`src/hw/rtl/mbrc_pkg.sv`:
```
// package for the modbus rtu response checker
// shared constants, word types, status codes and the crc-16 byte update
// no dependencies
package mbrc_pkg;

  // largest register count a read response may carry
  localparam int MAX_REGISTERS = 32;

  // register count width and frame length width
  localparam int CNT_W = 6;
  localparam int LEN_W = 7;

  // address width of the value store
  localparam int RAM_AW = (MAX_REGISTERS > 1) ? $clog2(MAX_REGISTERS) : 1;

  // frame lengths: read response is READ_BASE_LEN + 2n, write echo is ECHO_LEN
  localparam logic [LEN_W-1:0] READ_BASE_LEN = LEN_W'(5);
  localparam logic [LEN_W-1:0] ECHO_LEN      = LEN_W'(8);
  localparam logic [LEN_W-1:0] VALUE_START   = LEN_W'(3);

  // crc constants
  localparam logic [15:0] CRC_INIT = 16'hFFFF;
  localparam logic [15:0] CRC_POLY = 16'hA001;

  // exception function codes lie strictly between these two
  localparam logic [7:0] EXC_BASE  = 8'h80;
  localparam logic [7:0] EXC_LIMIT = 8'h91;

  // configuration register indexes
  typedef enum logic [1:0] {
    CFG_DEVICE_ID         = 2'd0,
    CFG_EXPECTED_FUNCTION = 2'd1,
    CFG_REGISTER_COUNT    = 2'd2,
    CFG_RESPONSE_KIND     = 2'd3
  } cfg_idx_e;

  // result status codes
  typedef enum logic [2:0] {
    ST_OK         = 3'd0,
    ST_TIMEOUT    = 3'd1,
    ST_SHORT      = 3'd2,
    ST_CRC_ERR    = 3'd3,
    ST_WRONG_ID   = 3'd4,
    ST_EXCEPTION  = 3'd5,
    ST_WRONG_FUNC = 3'd6
  } status_e;

  // controller states
  typedef enum logic [1:0] {
    S_IDLE,
    S_READ,
    S_SEND
  } ctrl_state_e;

  // input word
  typedef struct packed {
    logic       func;
    logic [7:0] rx_byte;
  } in_word_t;

  // result word
  typedef struct packed {
    logic [2:0]  status;
    logic        has_value;
    logic [4:0]  reg_index;
    logic [15:0] reg_value;
    logic [3:0]  exception_code;
    logic        last;
  } out_word_t;

  // controller to datapath commands
  typedef struct packed {
    logic take;
    logic idx_clr;
    logic idx_inc;
    logic rd_en;
    logic load_value;
  } dp_cmd_t;

  // datapath to controller status
  typedef struct packed {
    logic single;
    logic multi;
    logic idx_last;
  } dp_status_t;

  // modbus crc-16 over one byte, reflected polynomial
  function automatic logic [15:0] crc16_feed(input logic [15:0] crc, input logic [7:0] b);
    logic [15:0] c;
    c = crc ^ {8'h00, b};
    for (int k = 0; k < 8; k++) begin
      if (c[0]) begin
        c = (c >> 1) ^ CRC_POLY;
      end else begin
        c = c >> 1;
      end
    end
    return c;
  endfunction

endpackage

```
`src/hw/rtl/mbrc_ram.sv`:
```
// generic single write port ram with registered read
// holds one byte lane of the register value store
// no dependencies
module mbrc_ram #(
  parameter int WIDTH = 8,
  parameter int DEPTH = 32
) (
  input  logic                                   clk_i,
  input  logic                                   we_i,
  input  logic [((DEPTH > 1) ? $clog2(DEPTH) : 1)-1:0] waddr_i,
  input  logic [WIDTH-1:0]                       wdata_i,
  input  logic                                   re_i,
  input  logic [((DEPTH > 1) ? $clog2(DEPTH) : 1)-1:0] raddr_i,
  output logic [WIDTH-1:0]                       rdata_o
);

  logic [WIDTH-1:0] mem_q [DEPTH];
  logic [WIDTH-1:0] rdata_q;

  // write port
  always_ff @(posedge clk_i) begin
    if (we_i) begin
      mem_q[waddr_i] <= wdata_i;
    end
  end

  // registered read, held when not enabled
  always_ff @(posedge clk_i) begin
    if (re_i) begin
      rdata_q <= mem_q[raddr_i];
    end
  end

  assign rdata_o = rdata_q;

endmodule

```
`src/hw/rtl/mbrc_datapath.sv`:
```
// datapath of the modbus rtu response checker
// frame registers, crc, frame checks, value store and result register
// depends on mbrc_pkg and mbrc_ram
module mbrc_datapath import mbrc_pkg::*; (
  input  logic             clk_i,
  input  logic             rst_ni,
  input  dp_cmd_t          cmd_i,
  output dp_status_t       status_o,
  input  in_word_t         in_data_i,
  input  logic [7:0]       device_id_i,
  input  logic [7:0]       expected_function_i,
  input  logic [CNT_W-1:0] register_count_i,
  input  logic             response_kind_i,
  output out_word_t        out_data_o
);

  // frame state
  logic [LEN_W-1:0] count_q, count_d;
  logic [15:0]      crc_q, crc_d;
  logic [7:0]       func_byte_q, func_byte_d;
  logic [7:0]       id_byte_q, id_byte_d;
  logic [15:0]      rx_crc_q, rx_crc_d;
  logic             done_q, done_d;
  logic [CNT_W-1:0] idx_q, idx_d;
  out_word_t        out_q, out_d;

  logic [CNT_W-1:0] reg_n;
  logic [LEN_W-1:0] frame_len;
  logic [LEN_W-1:0] count_next;
  logic [LEN_W-1:0] value_off;
  logic [CNT_W-1:0] value_slot;
  logic             hi_we, lo_we;
  logic [7:0]       hi_rd, lo_rd;
  logic             finish;
  logic             single, multi;
  status_e          res_status;
  logic [3:0]       res_exc;
  logic [15:0]      crc_wire;

  // effective register count and expected length
  assign reg_n     = (register_count_i > CNT_W'(MAX_REGISTERS)) ? CNT_W'(MAX_REGISTERS)
                                                                : register_count_i;
  assign frame_len = response_kind_i ? ECHO_LEN : (READ_BASE_LEN + {reg_n, 1'b0});
  assign value_off  = count_q - VALUE_START;
  assign value_slot = value_off[LEN_W-1:1];

  // byte role decode and frame update
  always_comb begin
    count_d     = count_q;
    crc_d       = crc_q;
    func_byte_d = func_byte_q;
    id_byte_d   = id_byte_q;
    rx_crc_d    = rx_crc_q;
    done_d      = done_q;
    hi_we       = 1'b0;
    lo_we       = 1'b0;
    count_next  = count_q;
    finish      = 1'b0;
    if (!in_data_i.func && !done_q) begin
      if (count_q < frame_len) begin
        count_next = count_q + LEN_W'(1);
        if (count_q == '0) begin
          id_byte_d = in_data_i.rx_byte;
          crc_d     = crc16_feed(crc_q, device_id_i);
        end else if (count_q == frame_len - LEN_W'(2)) begin
          rx_crc_d = {in_data_i.rx_byte, 8'h00};
        end else if (count_q == frame_len - LEN_W'(1)) begin
          rx_crc_d = rx_crc_q | {8'h00, in_data_i.rx_byte};
        end else begin
          crc_d = crc16_feed(crc_q, in_data_i.rx_byte);
          if (count_q == LEN_W'(1)) begin
            func_byte_d = in_data_i.rx_byte;
          end
          if (!response_kind_i && count_q >= VALUE_START &&
              value_slot < CNT_W'(MAX_REGISTERS)) begin
            hi_we = !value_off[0];
            lo_we = value_off[0];
          end
        end
      end
      finish  = count_next >= frame_len;
      count_d = count_next;
      if (finish) begin
        done_d = 1'b1;
      end
    end
    // end of window restarts the frame
    if (in_data_i.func) begin
      count_d     = '0;
      crc_d       = CRC_INIT;
      func_byte_d = '0;
      id_byte_d   = '0;
      rx_crc_d    = '0;
      done_d      = 1'b0;
    end
    // only an accepted word changes the frame
    if (!cmd_i.take) begin
      count_d     = count_q;
      crc_d       = crc_q;
      func_byte_d = func_byte_q;
      id_byte_d   = id_byte_q;
      rx_crc_d    = rx_crc_q;
      done_d      = done_q;
      hi_we       = 1'b0;
      lo_we       = 1'b0;
    end
  end

  // frame checks in priority order
  assign crc_wire = {crc_d[7:0], crc_d[15:8]};

  always_comb begin
    single     = 1'b0;
    multi      = 1'b0;
    res_status = ST_OK;
    res_exc    = '0;
    if (in_data_i.func) begin
      single     = !done_q;
      res_status = (count_q == '0) ? ST_TIMEOUT : ST_SHORT;
    end else if (finish) begin
      single = 1'b1;
      if (crc_wire != rx_crc_d) begin
        res_status = ST_CRC_ERR;
      end else if (id_byte_d != device_id_i) begin
        res_status = ST_WRONG_ID;
      end else if (func_byte_d > EXC_BASE && func_byte_d < EXC_LIMIT) begin
        res_status = ST_EXCEPTION;
        res_exc    = func_byte_d[3:0];
      end else if (func_byte_d != expected_function_i) begin
        res_status = ST_WRONG_FUNC;
      end else if (!response_kind_i && reg_n != '0) begin
        single = 1'b0;
        multi  = 1'b1;
      end
    end
  end

  assign status_o.single   = single;
  assign status_o.multi    = multi;
  assign status_o.idx_last = (idx_q == reg_n - CNT_W'(1));

  // value store, one ram per byte lane
  mbrc_ram #(
    .WIDTH(8),
    .DEPTH(MAX_REGISTERS)
  ) u_ram_hi (
    .clk_i  (clk_i),
    .we_i   (hi_we),
    .waddr_i(value_slot[RAM_AW-1:0]),
    .wdata_i(in_data_i.rx_byte),
    .re_i   (cmd_i.rd_en),
    .raddr_i(idx_q[RAM_AW-1:0]),
    .rdata_o(hi_rd)
  );

  mbrc_ram #(
    .WIDTH(8),
    .DEPTH(MAX_REGISTERS)
  ) u_ram_lo (
    .clk_i  (clk_i),
    .we_i   (lo_we),
    .waddr_i(value_slot[RAM_AW-1:0]),
    .wdata_i(in_data_i.rx_byte),
    .re_i   (cmd_i.rd_en),
    .raddr_i(idx_q[RAM_AW-1:0]),
    .rdata_o(lo_rd)
  );

  // value index counter
  always_comb begin
    idx_d = idx_q;
    if (cmd_i.idx_clr) begin
      idx_d = '0;
    end else if (cmd_i.idx_inc) begin
      idx_d = idx_q + CNT_W'(1);
    end
  end

  // result register load
  always_comb begin
    out_d = out_q;
    if (cmd_i.take && single) begin
      out_d.status         = res_status;
      out_d.has_value      = 1'b0;
      out_d.reg_index      = '0;
      out_d.reg_value      = '0;
      out_d.exception_code = res_exc;
      out_d.last           = 1'b1;
    end else if (cmd_i.load_value) begin
      out_d.status         = ST_OK;
      out_d.has_value      = 1'b1;
      out_d.reg_index      = idx_q[4:0];
      out_d.reg_value      = {hi_rd, lo_rd};
      out_d.exception_code = '0;
      out_d.last           = status_o.idx_last;
    end
  end

  // control state
  always_ff @(posedge clk_i or negedge rst_ni) begin
    if (!rst_ni) begin
      count_q     <= '0;
      crc_q       <= CRC_INIT;
      func_byte_q <= '0;
      id_byte_q   <= '0;
      rx_crc_q    <= '0;
      done_q      <= 1'b0;
      idx_q       <= '0;
    end else begin
      count_q     <= count_d;
      crc_q       <= crc_d;
      func_byte_q <= func_byte_d;
      id_byte_q   <= id_byte_d;
      rx_crc_q    <= rx_crc_d;
      done_q      <= done_d;
      idx_q       <= idx_d;
    end
  end

  // result payload
  always_ff @(posedge clk_i) begin
    out_q <= out_d;
  end

  assign out_data_o = out_q;

endmodule

```
`config.mk`:
```
export PLATFORM = sky130hd
export DESIGN_NAME = mbrc_datapath
export DESIGN_NICKNAME = d
export VERILOG_FILES = /design/src/hw/rtl/mbrc_pkg.sv /design/src/hw/rtl/mbrc_ram.sv /design/src/hw/rtl/mbrc_datapath.sv
export SDC_FILE = /design/constraint.sdc
export NUM_CORES = 1
export LEC_CHECK = 0
export BUFFER_PORTS_ARGS = -buffer_cell sky130_fd_sc_hd__buf_4
export CAP_MARGIN = 20
export CORE_ASPECT_RATIO = 0.6
export CORE_MARGIN = 5
export CORE_UTILIZATION = 41
export CTS_CLUSTER_DIAMETER = 80
export CTS_CLUSTER_SIZE = 16
export DETAILED_ROUTE_END_ITERATION = 16
export GPL_ROUTABILITY_DRIVEN = 0
export GPL_TIMING_DRIVEN = 0
export PLACE_DENSITY = 0.56
export SYNTH_ARGS = -nofsm -noshare
export SYNTH_HDL_FRONTEND = slang
export SYNTH_SLANG_ARGS = --single-unit
export TNS_END_PERCENT = 20
```
`constraint.sdc`:
```
create_clock -name clk_i -period 5.21 [get_ports clk_i]
set_input_delay 0.521 -clock clk_i [delete_from_list [all_inputs] [get_ports clk_i]]
set_output_delay 0.521 -clock clk_i [all_outputs]
set_load 0.02 [all_outputs]
```
==> flow_metrics.env <==
export IMPL_use_met1_pct=34.8
export IMPL_grt_busiest_layer="met1"
export IMPL_finalNonFillerCells=2769
export IMPL_slew_violations=0
export IMPL_drive_above_1_share_pct=26.3
export IMPL_synth_most_common_cell="edfxtp_1"
export IMPL_area_growth_pct=15.4
export IMPL_worstMarginPinSlew_ps=1060
export IMPL_met2_usage_pct=27.1
export IMPL_wl_per_cell_um=27.8
export IMPL_syn_inst=1673
export IMPL_grt_pass1_wl_um=112000
export IMPL_fin_nets=1903
export IMPL_first_iter_violations=2172
export IMPL_setup_viol=2
export IMPL_yosys_most_used_dff="edfxtp_1"
export IMPL_grt_setup_unrepaired="true"
export IMPL_initial_core_util_pct=41.2
export IMPL_diodes=0
export IMPL_cp_common_cell="buf_6"
export IMPL_hpwl_um=53500
export IMPL_clk_pin_slew_ps=80
export IMPL_hold_viol=1
export IMPL_relSlewSlack_pct=28.8
export IMPL_multi_input_area_um2=9160
export IMPL_synth_area_leader_cell="edfxtp_1"
export IMPL_antenna_found_initial=3
export IMPL_hold_path_class="in -> async"
export IMPL_cts_inserted_buffers=45
export IMPL_syn_area_per_cell_um2=16.2
export IMPL_power_density_nw_per_um2=378
export IMPL_num_fill_cells=5583
export IMPL_worst_slack_ps=-36.0
export IMPL_io_buffers=69
export IMPL_clk_latency_ps=610
export IMPL_critPathMaxFanout=7
export IMPL_clkSinkCount=620
export IMPL_viasPerCell=5.93
export IMPL_async_reset_ff_share_pct=10.0
export IMPL_status="finished, violations left"
export IMPL_finClkSkew_ps=33.3
export IMPL_antenna_left=0
export IMPL_cap_viol_max_count=0
export IMPL_grt_pass1_vias=16000
export IMPL_synth_cell_types=81
export IMPL_core_area_um2=65900
export IMPL_crit_arrival_ps=4720
export IMPL_power_leakage_nw=10.1
export IMPL_cp_top_family="simple AND/OR/NAND/NOR gates"
export IMPL_routed_wl_um=76900
export IMPL_cpMaxStageDelayCell="or4_4"
export IMPL_grt_start_max_net_pins=71
export IMPL_ys_ff_latch=620
export IMPL_required_ps=4690
export IMPL_cpPeakStageDelay_ps=430
export IMPL_die_h_um=209
export IMPL_cp_start_kind="input port"
export IMPL_synth_common_cells="535 x edfxtp_1, 160 x mux4_2, 154 x nor2_1"
export IMPL_overflow=0
export IMPL_failed_checks="negative hold slack, negative setup slack"
export IMPL_ys_warn_count=0
export IMPL_ys_seq_area_share_pct=66.7
export IMPL_htreeDepth=2
export IMPL_vias=16400
export IMPL_vdd_drop_max_mv=0.222
export IMPL_gr_usage_all_layers_pct=21.4
export IMPL_cts_root_buf="clkbuf_16"
export IMPL_cts_buffer_depth=3
export IMPL_worst_path_buf_inv=7
export IMPL_layout_worst_path_cycle_share_pct=101
export IMPL_hold_buffers=0
export IMPL_synth_area_um2=27100
export IMPL_synth_area_leaders="edfxtp_1 59%, mux4_2 13%, dfrtp_1 4.2%"
export IMPL_synth_net_count=1736
export IMPL_worstPathCellList="buf_8, buf_6, nand2b_4, ha_4, or3b_4, a211o_1, buf_6, nand3_4, a21o_4, a21oi_4, buf_6, buf_4, or4_4, a31o_2, a222oi_1, nand4_1, buf_6, or3_4, nor3_4, buf_6"
export IMPL_use_met3_pct=8.45
export IMPL_synth_top_area_share_pct=59.2
export IMPL_ios=72
export IMPL_period_needed_ps=5250
export IMPL_die_w_um=342
export IMPL_dp_cells=2646
export IMPL_cts_tree="built"
export IMPL_die_area_um2=71600
export IMPL_firstDrtPassIters=6
export IMPL_max_freq_ghz=0.191
export IMPL_synth_edf_count=535
export IMPL_regArea_um2=18100
export IMPL_rows=73
export IMPL_post_route_drc_count=0
export IMPL_hold_slack_ps=-4.57
export IMPL_p_total_w=0.0118
export IMPL_endpoint_kind="output port"
export IMPL_path_class="in -> out"
registers in the layout (all words and copies together) (netlist names), 16 cells and up:
name and flops:
rx_crc_q 16, u_ram_lo.mem_q 256, crc_q 16, u_ram_hi.mem_q 256, out_data_o 30
layout make-up:
cell class	instances	share of cell area [%]
clock inverters	6	0.292
flip-flops and latches	620	57.8
well taps	900	3.60
repair buffers	126	3.41
clock buffers	70	3.90
multi-input cells	928	29.3
inverters	35	0.440
plain buffers	84	1.25
timing repair:
item / in CTS / in global routing
resized for setup: 103 / 61
hold endpoints to repair: 0 / 0
pin swaps: 19 / 34
buffers inserted: 27 / 16
setup endpoints to repair: 551 / 117
kinds of logic after synthesis:
logic type,synth area share (%)
buf+inv,1.81
xor+xnor,2.86
compound gates,5.23
flops,66.7
mux,14.9
simple gates,7.35
fa+ha+maj,1.11
final timing paths:
path	from	to	slack, ps	cells past startpoint
max	register_count_i[5]	status_o[1]	-40	20
min	rst_ni	id_byte_q[1]	-5	1
max reg2reg	count_q[5]	u_ram_lo.mem_q[13][2]	240	11
min reg2reg	out_data_o[26]	out_data_o[26]	480	2
max in group asynchronous	rst_ni	count_q[2]	4540	1
min in group clk_i	cmd_i[3]	idx_q[5]	110	2
stage by stage:
stage               cell area (um^2)  hold slack [ps]  TNS (ps)  setup slack, ps  utilization [%]
floorplan                      27100              225         0             93.4                -
global placement               28800              449   -459430            -1790             43.7
detailed placement             28800              473   -506300            -1800             43.8
CTS                            30800             18.8      -313             -158             46.8
global route                   31300             58.9      -706             -181             47.5
finish                         31300            -4.57     -65.8            -36.0             47.5
cells in the final DEF, fill, tap and decap left out, types with 7 or more instances in the layout:
cell type / netlist / layout
edfxtp_1: 535 / 535
mux4_2: 160 / 160
nor2_1: 154 / 144
buf_4: 3 / 108
clkbuf_1: 65 / 78
nand2_1: 75 / 70
xnor2_1: 66 / 66
clkbuf_16: 0 / 45
dfrtp_1: 46 / 41
a21oi_1: 39 / 38
o21ai_0: 32 / 30
inv_1: 34 / 30
nand3_1: 33 / 29
mux2i_1: 23 / 23
dfxtp_1: 23 / 23
nor3_1: 26 / 20
xor2_1: 20 / 19
mux2_2: 18 / 18
nor2b_1: 20 / 17
ha_1: 24 / 17
buf_1: 18 / 16
dfstp_2: 16 / 16
buf_6: 1 / 15
nor4_1: 26 / 15
nand4_1: 13 / 13
a31oi_1: 13 / 11
buf_8: 0 / 11
o22ai_1: 12 / 10
o211ai_1: 10 / 10
nor3b_1: 12 / 10
a211oi_1: 11 / 10
o31ai_1: 12 / 9
nor4_4: 0 / 8
nand2b_1: 10 / 8
nor2_2: 0 / 7
or3_1: 8 / 7
or4_4: 0 / 7
worst register-to-register path, cell delays in order (launching register included):
cell,delay [ps]
dfrtp_2,480
or4bb_1,510
o221ai_2,200
a211o_1,170
a211o_4,150
a21oi_4,80
buf_12,150
nor2_1,270
nand2_1,190
nor4b_1,700
nand3_1,720
nor2_1,980
where the power goes:
part	internal (W)	switching [W]	leakage (nW)	total (W)
clock network	0.00168	0.00173	0.627	0.00340
logic	0.00108	0.00157	3.64	0.00264
registers	0.00560	0.000173	5.81	0.00578
metal layers:
layer	vias up	wire [um]
li1	6971	-
met1	8562	36700
met2	799	29500
met3	88	9770
met4	0	964
met5	-	0
No activity file was read; power rests on OpenSTA's default activity.
